$ cat src/rtl/vks_pkg.sv
// ----------------------------------------------------------------------------
// vks_pkg
// Shared types and constants for the vector keyframe sampler.
// ----------------------------------------------------------------------------
package vks_pkg;

    localparam int MAX_KEYS = 64;
    localparam int KEY_AW   = $clog2(MAX_KEYS);
    localparam int CNT_W    = $clog2(MAX_KEYS + 1);

    localparam logic [1:0] ACT_CLEAR  = 2'd0;
    localparam logic [1:0] ACT_APPEND = 2'd1;
    localparam logic [1:0] ACT_SAMPLE = 2'd2;

    localparam logic [1:0] ST_OK    = 2'd0;
    localparam logic [1:0] ST_EMPTY = 2'd1;
    localparam logic [1:0] ST_ZERO  = 2'd2;

    localparam logic OP_DIV = 1'b0;
    localparam logic OP_MUL = 1'b1;

    typedef struct packed {
        logic [1:0]         action;
        logic [31:0]        key_time;
        logic signed [31:0] value_x;
        logic signed [31:0] value_y;
        logic signed [31:0] value_z;
        logic [31:0]        sample_time;
    } t_in_item;

    typedef struct packed {
        logic signed [31:0] out_x;
        logic signed [31:0] out_y;
        logic signed [31:0] out_z;
        logic [1:0]         status;
    } t_out_item;

    typedef struct packed {
        logic [31:0] ktime;
        logic [31:0] kx;
        logic [31:0] ky;
        logic [31:0] kz;
    } t_key;

    typedef struct packed {
        logic go;
        logic op;
    } t_mdu_ctl;

endpackage

$ cat src/rtl/vks_mdu.sv
// ----------------------------------------------------------------------------
// vks_mdu
// Shared bit-serial unit: restoring divide (49 by 33 bits, 49 steps) or
// shift-add multiply (49 by 33 bits, 33 steps) on one 50-bit adder.
// ----------------------------------------------------------------------------
module vks_mdu
    import vks_pkg::*;
(
    input  logic        i_clk,
    input  logic        i_rst_n,
    input  t_mdu_ctl    i_ctl,
    input  logic [48:0] i_a,      // dividend or multiplicand
    input  logic [32:0] i_b,      // divisor or multiplier
    output logic        o_done,
    output logic [49:0] o_hi,
    output logic [48:0] o_lo
);

    logic        r_busy, n_busy;
    logic        r_done, n_done;
    logic        r_op, n_op;
    logic [5:0]  r_cnt, n_cnt;
    logic [49:0] r_acc, n_acc;
    logic [48:0] r_lo, n_lo;
    logic [48:0] r_opnd, n_opnd;

    logic [49:0] add_x, add_y, sum;
    logic        sub;

    // one adder shared by both operations
    always_comb begin
        sub   = (r_op == OP_DIV);
        add_x = sub ? {16'd0, r_acc[32:0], r_lo[48]} : r_acc;
        add_y = sub ? {1'b0, r_opnd} : (r_lo[0] ? {1'b0, r_opnd} : 50'd0);
        sum   = add_x + (sub ? ~add_y : add_y) + {49'd0, sub};
    end

    always_comb begin
        n_busy = r_busy;
        n_done = 1'b0;
        n_op   = r_op;
        n_cnt  = r_cnt;
        n_acc  = r_acc;
        n_lo   = r_lo;
        n_opnd = r_opnd;
        if (i_ctl.go) begin
            n_busy = 1'b1;
            n_op   = i_ctl.op;
            n_acc  = '0;
            n_opnd = (i_ctl.op == OP_DIV) ? {16'd0, i_b} : i_a;
            n_lo   = (i_ctl.op == OP_DIV) ? i_a : {16'd0, i_b};
            n_cnt  = (i_ctl.op == OP_DIV) ? 6'd49 : 6'd33;
        end else if (r_busy) begin
            if (r_op == OP_DIV) begin
                n_acc = sum[49] ? add_x : sum;
                n_lo  = {r_lo[47:0], ~sum[49]};
            end else begin
                n_acc = {1'b0, sum[49:1]};
                n_lo  = {16'd0, sum[0], r_lo[32:1]};
            end
            n_cnt = r_cnt - 6'd1;
            if (r_cnt == 6'd1) begin
                n_busy = 1'b0;
                n_done = 1'b1;
            end
        end
    end

    always_ff @(posedge i_clk) begin
        if (!i_rst_n) begin
            r_busy <= 1'b0;
            r_done <= 1'b0;
        end else begin
            r_busy <= n_busy;
            r_done <= n_done;
        end
        r_op   <= n_op;
        r_cnt  <= n_cnt;
        r_acc  <= n_acc;
        r_lo   <= n_lo;
        r_opnd <= n_opnd;
    end

    assign o_done = r_done;
    assign o_hi   = r_acc;
    assign o_lo   = r_lo;

endmodule

$ cat config.mk
export PLATFORM = sky130hd
export DESIGN_NAME = vks_mdu
export DESIGN_NICKNAME = d
export VERILOG_FILES = /design/src/rtl/vks_pkg.sv /design/src/rtl/vks_mdu.sv
export SDC_FILE = /design/constraint.sdc
export NUM_CORES = 1
export LEC_CHECK = 0
export BUFFER_PORTS_ARGS = -buffer_cell sky130_fd_sc_hd__buf_2
export CORE_MARGIN = 2
export CORE_UTILIZATION = 45
export DETAILED_ROUTE_END_ITERATION = 12
export PLACE_DENSITY = 0.76
export SKIP_LAST_GASP = 1
export SLEW_MARGIN = 20
export SYNTH_ARGS = -nofsm -noshare
export SYNTH_HDL_FRONTEND = slang
export SYNTH_SLANG_ARGS = --single-unit
$ cat constraint.sdc
create_clock -name i_clk -period 11.5 [get_ports i_clk]
set_input_delay 1.15 -clock i_clk [delete_from_list [all_inputs] [get_ports i_clk]]
set_output_delay 1.15 -clock i_clk [all_outputs]
set_load 0.03 [all_outputs]
==> reports/metrics.yaml <==
outcome:
  status: "completed"
grt:
  grt_overflow_total: 0
  grt_pass1_vias: 9586
  grtUsageTotal_pct: 23.0
  grt_max_degree: 93
  antenna_found_initial: 0
  grt_pass1_wl_um: 51600
synth:
  ys_ff_latch: 157
  synth_top_area_cell: "edfxtp_1"
  yosysMostFrequentCell: "nand2_1"
  synth_common_cells: "155 x nand2_1, 122 x a21oi_1, 105 x edfxtp_1"
  synth_cells: 1314
  synth_top_area_share_pct: 26.8
  syn_nets: 1449
  synth_edf_count: 105
  yosysWarnings: 0
  synth.area.top_cells: "edfxtp_1 27%, dfxtp_1 8.8%, mux2_2 5.6%"
  synthArstFlopShare_pct: 0
  synth.cell_area_mm2: 0.0118
  syn_avg_cell_area_um2: 8.95
  synthFlopType: "edfxtp_1"
  synth-seq-area-share_pct: 35.7
  synth_cell_type_count: 77
final_layout:
  syn2layout_area_growth_pct: 13.5
  n_fill_cell: 2352
  design_area_mm2: 0.0133
  drive_gt1_share_pct: 21.6
  final_cells: 1779
  finish.utilization_pct: 51.7
  antenna_cells: 0
  nets: 1567
floorplanning:
  io_pins: 186
  fp-row-count: 59
  die_area_mm2: 0.0275
  core_mm2: 0.0258
  fp.dieW_um: 166
  start_util_pct: 45.5
  die_h_um: 166
sta:
  fin_crit_sh_pct: 50.9
  finClkSkew_ns: 0.0119
  finalHoldViolCount: 0
  worst_slack_ns: 5.64
  final.setup.tns_ns: 0
  maxSlewHeadroom_pct: 25.6
  worst_pin_slew_ns: 1.12
  rsz0062_at_grt: "no"
  period_needed_ns: 5.86
  slew_viol_final: 0
  timing.fmax_mhz: 171
  setup_viol: 0
clock_network:
  clock-sinks: 157
  cts.repair.resized: 0
  clock_latency_ns: 0.43
  clkTransAtPathRegs_ns: 0.07
  numCtsBuffers: 17
  hold_buffers: 0
  cts_tree: "built"
  root_buffer: "clkbuf_16"
  clockBufferDepth: 2
  htree_num_levels: 4
  cts_setup_buffers: 0
power_and_ir_drop:
  p_int_uw: 1190
  p_leak_uw: 0.00563
  powerDensity_mw_per_mm2: 140
  power_switching_uw: 672
  swShare_pct: 36.0
  power_frac_seq_pct: 38.3
  pwr-share-clk_pct: 31.2
  ir_worst_vdd_mv: 0.102
  pwr-share-comb_pct: 30.5
placement:
  gp_congestion: 0.980
  dp_cells: 1748
  dpl_cell_area_mm2: 0.0128
  dpl.hpwl_um: 23600
  port-buffer-count: 185
  dpl_worst_slack_ns: 5.71
run:
  maxCapViolCount: 0
critical_path:
  cp_max_fo: 83
  setup.worst_path.class: "reg -> reg"
  critPathMaxStageDelay_ns: 0.96
  crit_path_top_delay_cell: "edfxtp_1"
  cp.required_ns: 11.77
  r2r_cells: 15
  start_kind: "flop"
  crit_top_cell: "a21oi_1"
  cp-end-kind: "flop"
  crit_path_cell_trace: "buf_4 -> and2_4 -> nand2_1 -> o21ai_0 -> ha_1 -> nand4_1 -> and3_1 -> a21oi_1 -> a21o_1 -> a41oi_4 -> o21bai_4 -> a41o_1 -> mux2_2 -> a21oi_1 -> a211oi_1"
  worstPathArrival_ns: 6.13
  r2r_setup_slack_ns: 5.64
drt:
  routedWlPerCell_um: 18.5
  drt-pass1-iter-count: 5
  drcViolationCount: 0
  viasPerCell: 5.97
  drtIter0Drc: 942
  ant_nets: 0
  routed_wl_um: 32800
  vias: 10600
hold_path:
  min_path_cells: 2
  hp-class: "reg -> reg"
cell type report:
type                    instances  area, um^2  share of cell area [%]
well taps                     335         419                    3.14
flip-flops and latches        157        4190                    31.4
inverters                      22        82.6                   0.619
multi-input cells            1038        7050                    52.8
clock buffers                  17         425                    3.19
clock inverters                14         161                    1.21
repair buffers                196        1010                    7.59
logic make-up (layout without fill, tap and decap cells):
group / after synthesis / count (layout) / synth area share [%]
AO/OA/AOI/OAI: 437 / 437 / 25.0
XOR/XNOR: 64 / 64 / 4.76
adder cells (fa/ha/maj): 49 / 49 / 5.28
buffers and inverters: 119 / 249 / 4.51
flip-flops: 157 / 157 / 35.7
multiplexers: 95 / 95 / 8.71
AND/OR/NAND/NOR: 393 / 393 / 16.1
critical path, delay by kind of cell, from the launching register on:
family | cells | cell delay, ns
and+or+nand+nor | 4 | 0.96
adders and majority gates | 1 | 0.26
buffers and inverters | 1 | 0.73
AOI/OAI and AO/OA | 8 | 2.30
muxes | 1 | 0.43
DFF | 1 | 0.96
routing by layer:
| layer | vias up | wire length (um) | track usage, % | part of all wire [%] |
|---|---|---|---|---|
| met3 | 49 | 2250 | 3.78 | 6.9 |
| met1 | 5018 | 15200 | 32.8 | 46 |
| met5 | - | 0 | 0 | 0 |
| li1 | 5113 | - | - | - |
| met4 | 0 | 629 | 6.65 | 1.9 |
| met2 | 436 | 14700 | 35.9 | 45 |
per-stage QoR:
stage | hold slack, ns | power, uW
2_1_floorplan | 0.533 | 1130
3_3_place_gp | 0.456 | 1270
3_5_place_dp | 0.451 | 1280
4_1_cts | 0.462 | 1860
5_1_grt | 0.483 | 1950
6_report | 0.459 | 1870
flip-flops by register name (all words and copies together), names as in the netlist:
| register | count |
|---|---|
| o_hi | 50 |
| o_lo | 49 |
| r_opnd | 49 |
| r_cnt | 6 |
| o_done | 1 |
| r_busy | 1 |
| r_op | 1 |
cell usage in the layout, fill, tap and decap left out, drive strengths merged, types with 36 or more instances in the layout:
| master | synthesis | routed |
|---|---|---|
| o21ai | 98 | 98 |
| mux2i | 36 | 36 |
| edfxtp | 105 | 105 |
| dfxtp | 52 | 52 |
| mux2 | 59 | 59 |
| nand2 | 155 | 155 |
| a21o | 38 | 38 |
| buf | 27 | 196 |
| a21oi | 124 | 124 |
| nor2b | 38 | 38 |
| ha | 48 | 48 |
| and2 | 45 | 45 |
| a211oi | 47 | 47 |
| nor2 | 74 | 74 |
power by group through the flow:
stage          Combinational [uW]  Sequential, uW  Clock [uW]
6_report                      569             715         582
5_1_grt                       616             722         612
4_1_cts                       560             714         585
3_5_place_dp                  557             726           0
3_3_place_gp                  547             725           0
2_1_floorplan                 357             775           0
final timing paths:
check                              start  endpoint
worst max-delay path                r_op  o_hi[15]
worst min-delay path            o_hi[44]  o_hi[44]
worst max register to register      r_op  o_hi[15]
worst min register to register  o_hi[44]  o_hi[44]
No activity file was read; power rests on OpenSTA's default activity.
